===== src/rtl/core/bdsp_pkg.sv =====
// bdsp_pkg: types, constants and codes shared by the deque search and product unit
// no dependencies
package bdsp_pkg;

   localparam int Depth = 16;
   localparam int IdxW = $clog2(Depth);
   localparam int CntW = $clog2(Depth + 1);
   localparam int DataW = 32;
   localparam int StepW = $clog2(DataW + 1);

   typedef enum logic [2:0] {
      ACT_PUSH_BACK = 3'd0,
      ACT_POP_FRONT = 3'd1,
      ACT_POP_BACK  = 3'd2,
      ACT_SEARCH    = 3'd3,
      ACT_PRODUCT   = 3'd4
   } action_type;

   typedef enum logic [2:0] {
      ST_DONE      = 3'd0,
      ST_EMPTY     = 3'd1,
      ST_FULL      = 3'd2,
      ST_FOUND     = 3'd3,
      ST_NOT_FOUND = 3'd4,
      ST_NONE_DIV  = 3'd5,
      ST_ZERO_DIV  = 3'd6
   } status_type;

   typedef struct packed {
      logic [2:0]              action;
      logic signed [DataW-1:0] value;
   } req_type;

   typedef struct packed {
      logic [2:0]              status;
      logic signed [DataW-1:0] product_value;
      logic [CntW-1:0]         entry_count;
   } rsp_type;

   typedef enum logic [2:0] {
      S_IDLE,
      S_READ,
      S_EVAL,
      S_ARITH,
      S_RESULT
   } state_type;

   // shared arithmetic unit operations
   typedef enum logic [1:0] {
      OP_REM = 2'd0,
      OP_MUL = 2'd1
   } op_type;

   typedef struct packed {
      logic             start;
      logic [1:0]       op;
      logic [DataW-1:0] a;
      logic [DataW-1:0] b;
   } alu_req_type;

   typedef struct packed {
      logic             done;
      logic [DataW-1:0] res;
   } alu_rsp_type;

endpackage


===== src/rtl/core/bounded_deque_search_product_unit.sv =====
// bounded_deque_search_product_unit: top level, store, sequencer and result register
// depends on bdsp_pkg and bdsp_alu
//
// use: drive req_word and pulse start while busy is low; the word is taken at that edge.
// busy stays high until the result; rsp_valid then marks rsp_word for exactly one cycle
// and busy falls in the same cycle, so the next start may follow at once.
// push and pop go straight to the result state; search reads and compares each entry in
// turn and stops at the first match; product reads each entry and takes its remainder,
// and the bit-serial remainder and multiply unit dominates the time a product takes.
// a product entry not divisible skips the multiply.
// the receiver cannot stall: each result must be taken in its strobe cycle.
// reset clears the front index, count and sequencer; the store needs no clearing,
// since only written entries are read.
module bounded_deque_search_product_unit (
   input  logic              clock,
   input  logic              reset,
   input  logic              start,
   output logic              busy,
   input  bdsp_pkg::req_type req_word,
   output logic              rsp_valid,
   output bdsp_pkg::rsp_type rsp_word
);
   import bdsp_pkg::*;

   logic [DataW-1:0] store_mem [Depth];
   logic [DataW-1:0] rd_ff;

   state_type        state_ff, state_in;
   logic [IdxW-1:0]  front_ff, front_in;
   logic [CntW-1:0]  count_ff, count_in;
   logic [CntW-1:0]  k_ff, k_in;
   logic [2:0]       act_ff, act_in;
   logic [DataW-1:0] val_ff, val_in;
   logic [DataW-1:0] prod_ff, prod_in;
   logic             any_ff, any_in;
   logic             mul_ff, mul_in;
   logic [2:0]       st_ff, st_in;
   logic             valid_ff, valid_in;
   rsp_type          rsp_ff, rsp_in;
   logic             wr_en;
   logic [IdxW-1:0]  wr_addr, rd_addr;
   alu_req_type      alu_req;
   alu_rsp_type      alu_rsp;
   logic [DataW-1:0] dmag, emag;

   bdsp_alu u_alu (.clock(clock), .reset(reset), .alu_req(alu_req), .alu_rsp(alu_rsp));

   assign rd_addr = front_ff + k_ff[IdxW-1:0];
   assign wr_addr = front_ff + count_ff[IdxW-1:0];
   assign dmag = val_ff[DataW-1] ? -val_ff : val_ff;
   assign emag = rd_ff[DataW-1] ? -rd_ff : rd_ff;

   always_ff @(posedge clock) begin
      if (wr_en) store_mem[wr_addr] <= val_ff;
      rd_ff <= store_mem[rd_addr];
   end

   always_comb begin
      state_in = state_ff;
      front_in = front_ff;
      count_in = count_ff;
      k_in = k_ff;
      act_in = act_ff;
      val_in = val_ff;
      prod_in = prod_ff;
      any_in = any_ff;
      mul_in = mul_ff;
      st_in = st_ff;
      valid_in = 1'b0;
      rsp_in = rsp_ff;
      wr_en = 1'b0;
      alu_req = '0;
      unique case (state_ff)
         S_IDLE: begin
            if (start) begin
               act_in = req_word.action;
               val_in = req_word.value;
               k_in = '0;
               prod_in = DataW'(1);
               any_in = 1'b0;
               st_in = ST_DONE;
               state_in = S_EVAL;
               priority if (req_word.action == ACT_PUSH_BACK) begin
                  if (count_ff >= CntW'(Depth)) st_in = ST_FULL;
                  state_in = S_RESULT;
               end else if (req_word.action == ACT_POP_FRONT
                            || req_word.action == ACT_POP_BACK) begin
                  if (count_ff == '0) st_in = ST_EMPTY;
                  state_in = S_RESULT;
               end else if (req_word.action == ACT_SEARCH
                            || req_word.action == ACT_PRODUCT) begin
                  if (count_ff == '0) begin
                     st_in = ST_EMPTY;
                     state_in = S_RESULT;
                  end else if (req_word.action == ACT_PRODUCT && req_word.value == '0) begin
                     st_in = ST_ZERO_DIV;
                     state_in = S_RESULT;
                  end else begin
                     st_in = (req_word.action == ACT_SEARCH) ? ST_NOT_FOUND : ST_DONE;
                     state_in = S_READ;
                  end
               end else begin
                  state_in = S_RESULT;
               end
            end
         end
         S_READ: state_in = S_EVAL;
         S_EVAL: begin
            if (act_ff == ACT_SEARCH) begin
               if (rd_ff == val_ff) begin
                  st_in = ST_FOUND;
                  state_in = S_RESULT;
               end else if (k_ff + CntW'(1) >= count_ff) begin
                  state_in = S_RESULT;
               end else begin
                  k_in = k_ff + CntW'(1);
                  state_in = S_READ;
               end
            end else begin
               alu_req.start = 1'b1;
               alu_req.op = OP_REM;
               alu_req.a = emag;
               alu_req.b = dmag;
               mul_in = 1'b0;
               state_in = S_ARITH;
            end
         end
         S_ARITH: begin
            if (alu_rsp.done) begin
               if (!mul_ff && alu_rsp.res == '0) begin
                  alu_req.start = 1'b1;
                  alu_req.op = OP_MUL;
                  alu_req.a = prod_ff;
                  alu_req.b = rd_ff;
                  any_in = 1'b1;
                  mul_in = 1'b1;
               end else begin
                  if (mul_ff) prod_in = alu_rsp.res;
                  if (k_ff + CntW'(1) >= count_ff) begin
                     state_in = S_RESULT;
                  end else begin
                     k_in = k_ff + CntW'(1);
                     state_in = S_READ;
                  end
               end
            end
         end
         S_RESULT: begin
            rsp_in.status = st_ff;
            rsp_in.product_value = '0;
            rsp_in.entry_count = count_ff;
            if (st_ff == ST_DONE) begin
               unique case (act_ff)
                  ACT_PUSH_BACK: begin
                     wr_en = 1'b1;
                     rsp_in.entry_count = count_ff + CntW'(1);
                  end
                  ACT_POP_FRONT: begin
                     front_in = front_ff + IdxW'(1);
                     rsp_in.entry_count = count_ff - CntW'(1);
                  end
                  ACT_POP_BACK: rsp_in.entry_count = count_ff - CntW'(1);
                  ACT_PRODUCT: begin
                     if (any_ff) rsp_in.product_value = prod_ff;
                     else rsp_in.status = ST_NONE_DIV;
                  end
                  default: ;
               endcase
            end
            count_in = rsp_in.entry_count;
            valid_in = 1'b1;
            state_in = S_IDLE;
         end
         default: state_in = S_IDLE;
      endcase
   end

   always_ff @(posedge clock) begin
      if (reset) begin
         state_ff <= S_IDLE;
         front_ff <= '0;
         count_ff <= '0;
         valid_ff <= 1'b0;
      end else begin
         state_ff <= state_in;
         front_ff <= front_in;
         count_ff <= count_in;
         valid_ff <= valid_in;
      end
      k_ff <= k_in;
      act_ff <= act_in;
      val_ff <= val_in;
      prod_ff <= prod_in;
      any_ff <= any_in;
      mul_ff <= mul_in;
      st_ff <= st_in;
      rsp_ff <= rsp_in;
   end

   assign busy = (state_ff != S_IDLE);
   assign rsp_valid = valid_ff;
   assign rsp_word = rsp_ff;

   a_count_bound: assert property (@(posedge clock) disable iff (reset)
      count_ff <= CntW'(Depth)) else $error("count beyond depth");
   a_one_result: assert property (@(posedge clock) disable iff (reset)
      valid_ff |=> !valid_ff) else $error("result strobe held");
   a_result_follows_work: assert property (@(posedge clock) disable iff (reset)
      valid_ff |-> $past(state_ff) == S_RESULT) else $error("result without work");
   a_count_step: assert property (@(posedge clock) disable iff (reset)
      count_ff != $past(count_ff) |-> $past(state_ff) == S_RESULT)
      else $error("count changed outside result");

endmodule


===== src/rtl/core/bdsp_alu.sv =====
// bdsp_alu: shared bit-serial unit for unsigned remainder and wrapping multiply
// depends on bdsp_pkg
module bdsp_alu (
   input  logic                 clock,
   input  logic                 reset,
   input  bdsp_pkg::alu_req_type alu_req,
   output bdsp_pkg::alu_rsp_type alu_rsp
);
   import bdsp_pkg::*;

   logic             busy_ff, busy_in;
   logic             op_ff, op_in;
   logic [StepW-1:0] step_ff, step_in;
   logic [DataW-1:0] a_ff, a_in;
   logic [DataW-1:0] b_ff, b_in;
   logic [DataW-1:0] acc_ff, acc_in;
   logic             done_ff, done_in;
   logic [DataW:0]   trial;
   logic [DataW-1:0] rem_shift;

   always_comb begin
      busy_in = busy_ff;
      op_in = op_ff;
      step_in = step_ff;
      a_in = a_ff;
      b_in = b_ff;
      acc_in = acc_ff;
      done_in = 1'b0;
      rem_shift = {acc_ff[DataW-2:0], a_ff[DataW-1]};
      trial = {1'b0, rem_shift} - {1'b0, b_ff};
      if (alu_req.start) begin
         busy_in = 1'b1;
         op_in = (alu_req.op == OP_MUL);
         a_in = alu_req.a;
         b_in = alu_req.b;
         acc_in = '0;
         step_in = '0;
      end else if (busy_ff) begin
         if (op_ff) begin
            // shift-add multiply, low word only
            if (b_ff[0]) acc_in = acc_ff + a_ff;
            a_in = a_ff << 1;
            b_in = b_ff >> 1;
         end else begin
            // restoring division, remainder kept in acc
            // rem_shift may lose its top bit; b nonzero and rem < b keeps it exact
            if (acc_ff[DataW-1] || !trial[DataW]) acc_in = rem_shift - b_ff;
            else acc_in = rem_shift;
            a_in = a_ff << 1;
         end
         step_in = step_ff + StepW'(1);
         if (step_ff == StepW'(DataW - 1)) begin
            busy_in = 1'b0;
            done_in = 1'b1;
         end
      end
   end

   always_ff @(posedge clock) begin
      if (reset) begin
         busy_ff <= 1'b0;
         done_ff <= 1'b0;
      end else begin
         busy_ff <= busy_in;
         done_ff <= done_in;
      end
      op_ff <= op_in;
      step_ff <= step_in;
      a_ff <= a_in;
      b_ff <= b_in;
      acc_ff <= acc_in;
   end

   assign alu_rsp.done = done_ff;
   assign alu_rsp.res = acc_ff;

   a_done_one_shot: assert property (@(posedge clock) disable iff (reset)
      done_ff |=> !done_ff) else $error("alu done held");
   a_start_idle: assert property (@(posedge clock) disable iff (reset)
      alu_req.start |=> busy_ff) else $error("alu did not start");
   a_done_after_busy: assert property (@(posedge clock) disable iff (reset)
      done_ff |-> $past(busy_ff)) else $error("alu done without work");

endmodule

===== config.mk =====
export PLATFORM = sky130hd
export DESIGN_NAME = bounded_deque_search_product_unit
export DESIGN_NICKNAME = d
export VERILOG_FILES = /design/src/rtl/core/bdsp_pkg.sv /design/src/rtl/core/bounded_deque_search_product_unit.sv /design/src/rtl/core/bdsp_alu.sv
export SDC_FILE = /design/constraint.sdc
export NUM_CORES = 1
export LEC_CHECK = 0
export ABC_CLOCK_PERIOD_IN_PS = 5900
export BUFFER_PORTS_ARGS = -buffer_cell sky130_fd_sc_hd__buf_2
export CORE_ASPECT_RATIO = 1.25
export CORE_MARGIN = 2
export CORE_UTILIZATION = 25
export DETAILED_ROUTE_END_ITERATION = 10
export GPL_TIMING_DRIVEN = 0
export HOLD_SLACK_MARGIN = 0.12
export SLEW_MARGIN = 20
export SYNTH_ARGS = -nofsm -noshare
export SYNTH_HDL_FRONTEND = slang
export SYNTH_HIERARCHICAL = 1
export SYNTH_SLANG_ARGS = --single-unit
export TNS_END_PERCENT = 10

===== constraint.sdc =====
create_clock -name clock -period 5.9 [get_ports clock]
set_input_delay 0 -clock clock [delete_from_list [all_inputs] [get_ports clock]]
set_output_delay 0 -clock clock [all_outputs]
set_load 0.02 [all_outputs]

### Yosys cells after proc, flatten, opt, wreduce, memory -nomap -nowiden

Memories as Yosys holds them, arrays and structs flattened. A register that Yosys moved wholly into a read port is not among the register bits.
Cells that the tools add are included.

| storage, ports and cells | value |
|---|---|
| register bits after elaboration | 235 |
| RAM bits | 512 |
| input bits | 38 |
| output and inout port bits | 42 |
| logic and storage cells | 167 |
| memories kept | 1 |

Memory list:

| memory | words | width | rd ports | clocked after Yosys merged registers in | wr ports | RTL line | source |
|---|---|---|---|---|---|---|---|
| store_mem | 16 | 32 | 1 | 1 | 1 | bounded_deque_search_product_unit.sv:25 | `logic [DataW-1:0] store_mem [Depth];` |

| operators by class | value |
|---|---|
| add/sub/neg operators | 12 |
| order comparisons | 2 |
| equal/unequal tests | 25 |
| multiplexer cells | 71 |
| bitwise logic cells | 1 |
| reduce and logical (&&, ||, !) cells | 34 |

Operator list:

| cell | count |
|---|---|
| 32-bit two-way mux | 15 |
| 67-bit two-way mux | 3 |
| 67-bit one-hot mux with 2 select lines | 1 |
| 32-bit logical NOT | 2 |
| 32-bit negation | 2 |
| 32-bit one-hot mux with 2 select lines | 1 |
| 3-bit two-way mux | 21 |
| 40-bit two-way mux | 1 |
| 35-bit two-way mux | 1 |
| 32-bit by 32-bit subtractor with 33-bit output | 1 |
| 32-bit adder | 1 |
| 32-bit == test | 1 |
| 32-bit subtractor | 1 |
| 5-bit two-way mux | 6 |
| 3-bit by 2-bit == test with 1-bit output (second input constant) | 6 |
| 2-bit inequality test (second input constant) | 9 |
| 1-bit two-way mux | 15 |
| 5-bit one-hot mux with 3 select lines | 1 |
| 3-bit logical NOT | 4 |
| 3-bit one-hot mux with 4 select lines | 1 |
| 4-bit AND reduction | 3 |
| 5-bit by 1-bit adder with 5-bit output (second input constant) | 2 |
| 5-bit one-hot mux with 2 select lines | 1 |
| 2-bit nonzero test | 5 |
| 26 further kinds | 41 |

### Logic depth before layout (Yosys ltp)

| depth | value |
|---|---|
| word-level depth | 9 |
| mapped depth | 15 |
| depth with buffers taken out | 13 |

### By module

Netlist, hierarchy kept.

By module, submodules not included:

| module | times used | cells an instance | area an instance (µm²) | sequential area each (µm²) |
|---|---|---|---|---|
| bounded_deque_search_product_unit | 1 | 1730 | 28289.6 | 19789.0 |
| bdsp_alu | 1 | 920 | 8006.4 | 2752.6 |

### Worst setup path before layout

Ideal clock, no wire load.

| timing | value |
|---|---|
| path kind | register to register |
| from | register state_ff[2] |
| to | memory store_mem[4][0], enable pin |
| setup time | 0.421 ns |
| arrival | 4.197 ns |
| required time | 5.479 ns |
| path slack | 1.282 ns |
| stages on the path, launching flop included | 8 |
| path buffers | 1 |
| period minus slack after synthesis | 4.618 ns |
| cells stage by stage | dfxtp_1 > or3b_2 > clkbuf_1 > inv_1 > nand2_1 > nor3_1 > or3b_2 > nor2_1 |

| on the way | value |
|---|---|
| word-level cells in the longest chain between the ends | 4 |

RTL lines:

| item | RTL line | source |
|---|---|---|
| start, declared | bounded_deque_search_product_unit.sv:28 | `state_type state_ff, state_in;` |
| start signal, assigned | bounded_deque_search_product_unit.sv:185 | `state_ff <= state_in;` |
| 3-bit == test | bounded_deque_search_product_unit.sv:73 | `unique case (state_ff)` |
| 1-bit two-way mux | bounded_deque_search_product_unit.sv:73 |  |
| 1-bit two-way mux | bounded_deque_search_product_unit.sv:54 | `if (wr_en) store_mem[wr_addr] <= val_ff;` |
| 1-bit two-way mux (implied by the code) | bounded_deque_search_product_unit.sv:54 |  |
| end, declared | bounded_deque_search_product_unit.sv:25 |  |

No other way between the ends.

==> results.sh <==
export IMPL_dp_hpwl_um=79300
export IMPL_synth_edf_count=694
export IMPL_postSynthAreaPerCell_sq_um=13.7
export IMPL_irDropWorstVdd_mv=0.196
export IMPL_wl_um=108000
export IMPL_met2_usage_pct=24.6
export IMPL_fin_hold_ws_ps=138
export IMPL_initial_core_util_pct=25.1
export IMPL_ioPinCount=80
export IMPL_wl_per_cell_um=22.2
export IMPL_worstSkewPairLatency_ps=690
export IMPL_drive_above_1_share_pct=16.2
export IMPL_first_global_vias=23700
export IMPL_synthCells=2650
export IMPL_finalSetupViolations=0
export IMPL_finalCriticalPeriod_ps=5610
export IMPL_power_density_mw_per_mm2=350
export IMPL_drtAntennaViolNets=0
export IMPL_path_common_cell="clkbuf_1"
export IMPL_finalNetCount=3024
export IMPL_numCtsBuffers=83
export IMPL_grt_use_met3_pct=2.44
export IMPL_rsz0062_at_grt="no"
export IMPL_dp_cells=4654
export IMPL_cts_tree="yes"
export IMPL_firstDrtPassIters=5
export IMPL_portBuffers=79
export IMPL_placementRows=156
export IMPL_met1_usage_pct=17.6
export IMPL_cp_max_fo=32
export IMPL_fin_cells=4865
export IMPL_drtIter0Drc=2217
export IMPL_clock_path_buffers=3
export IMPL_critical_path_arrival_ps=5900
export IMPL_hold_violations=0
export IMPL_cp_data_required_time_ps=6190
export IMPL_grt_max_degree=44
export IMPL_max_slew_margin_pct=26.2
export IMPL_slew_violations=0
export IMPL_route_detailed_drc=0
export IMPL_fmax_mhz=178
export IMPL_vias_per_cell=4.84
export IMPL_top_usage_layer="met2"
export IMPL_route_vias_total=23500
export IMPL_startpoint_type="flop"
export IMPL_ff2ff_setup_slack_ps=290
export IMPL_area_growth_pct=19.0
export IMPL_clkTransAtPathRegs_ps=60
export IMPL_grt_use_total_pct=14.3
export IMPL_yosys_warnings=6
export IMPL_h_tree_depth=3
export IMPL_crit_chain="nor4_1, nand4_1, nor4_1, clkbuf_1, or2_2, clkbuf_1, clkdlybuf4s15_1, clkbuf_1, a21o_4"
export IMPL_synthArstFlopShare_pct=0
export IMPL_antenna_found_initial=3
export IMPL_synth_flop_cell="edfxtp_1"
export IMPL_yosys_register_bits=779
export IMPL_end_kind="flop"
export IMPL_grt_pass1_wl_um=157000
export IMPL_synth_nets=2775
export IMPL_path_class="reg2reg"
export IMPL_overflow=0
export IMPL_fin_crit_sh_pct=95.1
export IMPL_post_route_util_pct=29.9
export IMPL_synth_yosys_seq_area_share_pct=62.1
export IMPL_max_cap_violations=0
export IMPL_status="completed"
export IMPL_slowest_delay_ps=800
export IMPL_routabilityCongestion=0.906
export IMPL_synthDistinctLibCells=86
export IMPL_diodes=0
export IMPL_tightest_slew_ps=1100
export IMPL_die_w_um=345
export IMPL_crit_path_top_delay_cell="clkdlybuf4s15_1"
export IMPL_p_leak_uw=0.0144
export IMPL_cts_root_buf="clkbuf_16"
export IMPL_synth_area_sq_mm=0.0363
export IMPL_cts_sinks=779
export IMPL_die_area_sq_mm=0.148
export IMPL_finClkSkew_ps=47.2
export IMPL_die_y_um=430
export IMPL_hold_class="in2reg"
export IMPL_core_region_area_sq_mm=0.144
-- metrics by stage --
step / cell area [sq um] / total power, uW / setup TNS, ps / worst slack (ps)
after global routing: 43200 / 15700 / 0 / 84.6
final: 43200 / 15100 / 0 / 290
after floorplan: 36300 / 8830 / 0 / 1280
after global placement: 39100 / 9870 / -633140 / -1510
after CTS: 43200 / 15200 / 0 / 27.1
after detailed placement: 39900 / 9900 / 0 / 90.8
-- worst max-delay path: cells and delay by family (launching register included) --
kind	cells	cell delay (ps)
AND/OR/NAND/NOR	4	1690
AO/OA/AOI/OAI	1	440
buffers and inverters	4	2610
flip-flops	1	450
-- synth_stat cells, types with 25 or more instances --
master      n  area, sq um
edfxtp_1  694        20800
nand2_1   277         1040
o21ai_0   151          756
mux4_2    128         2880
nor2_1    110          413
and2_1    102          638
clkbuf_1   97          364
a21oi_1    91          455
xor2_1     89          780
dfxtp_1    85         1700
ha_1       82         1030
xnor2_1    74          648
inv_1      70          263
a211oi_1   48          360
a31oi_1    43          269
a21o_1     41          308
mux2_2     33          372
nand3_1    29          145
nor4_1     29          181
o211ai_1   29          218
o31ai_1    25          188
-- layer usage --
metal | vias to the layer above | wire, um
li1 | 10700 | -
met2 | 772 | 53700
met5 | - | 26
met4 | 4 | 4270
met3 | 202 | 5870
met1 | 11900 | 44100
-- flip-flops by register name, summed over array words and instances (netlist names), 3 cells and up --
signal	flops
u_alu/a_ff	32
u_alu/b_ff	32
prod_ff	32
u_alu/step_ff	6
k_ff	5
u_alu/acc_ff	32
st_ff	3
rd_ff	32
count_ff	5
rsp_word	40
act_ff	3
front_ff	4
val_ff	32
store_mem	512
state_ff	3
-- worst paths after layout --
| path | from | endpoint | depth (start not counted) |
|---|---|---|---|
| worst min register to register | u_alu/step_ff[5] | u_alu/step_ff[5] | 2 |
| worst max register to register | u_alu/acc_ff[19] | u_alu/b_ff[11] | 9 |
| worst max-delay path | u_alu/acc_ff[19] | u_alu/b_ff[11] | 9 |
| worst min-delay path | req_word[10] | val_ff[10] | 2 |
-- report_power, final --
part	internal [uW]	switching [uW]	total, uW
Sequential	6260	511	6770
Combinational	1250	1850	3110
Clock	3010	2230	5240
Total	10500	4600	15100
-- cell type report --
type,instances,area [sq um]
fill,14600,101000
inverter,70,265
clock buffer,117,2300
sequential,779,22500
timing repair buffer,164,1570
multi-input combinational,1659,13100
buffer,142,617
tap,1896,2370
clock inverter,38,435
-- repair_timing --
item	4_1_cts	5_1_grt
endpoints found under the hold margin	91	0
resized for setup	0	2
hold buffers	56	0
endpoints found under the setup margin	0	32
buffers inserted	0	0
-- cells in the final DEF, fill, tap and decap left out, types with 16 or more instances in the layout --
cell           synthesis  layout
a211oi_1              48      48
a21o_1                41      40
a21oi_1               91      91
a31oi_1               43      43
and2_1               102     102
buf_1                 17      16
buf_2                 20      99
clkbuf_1              97     123
clkbuf_16              0      84
dfxtp_1               85      85
dlygate4sd3_1          0      56
edfxtp_1             694     694
ha_1                  82      82
inv_1                 70      68
mux2_2                33      33
mux4_2               128     128
nand2_1              277     277
nand2b_1              22      22
nand3_1               29      29
nand4_1               24      24
nor2_1               110      94
nor2_4                 0      16
nor3_1                21      20
nor4_1                29      26
o211ai_1              29      29
o21ai_0              151     151
o31ai_1               25      25
or3_1                 18      18
xnor2_1               74      72
xor2_1                89      88
-- cells by family after synthesis --
family,count (synthesis),share of synthesized area (%)
AO/OA/AOI/OAI,533,9.65
XOR/XNOR,163,3.93
adder cells (fa/ha/maj),87,3.10
buffers and inverters,212,2.41
flip-flops,779,62.1
multiplexers,171,9.24
other,1,0.0103
AND/OR/NAND/NOR,704,9.55
Note: power is estimated with default switching activity, not from simulation.
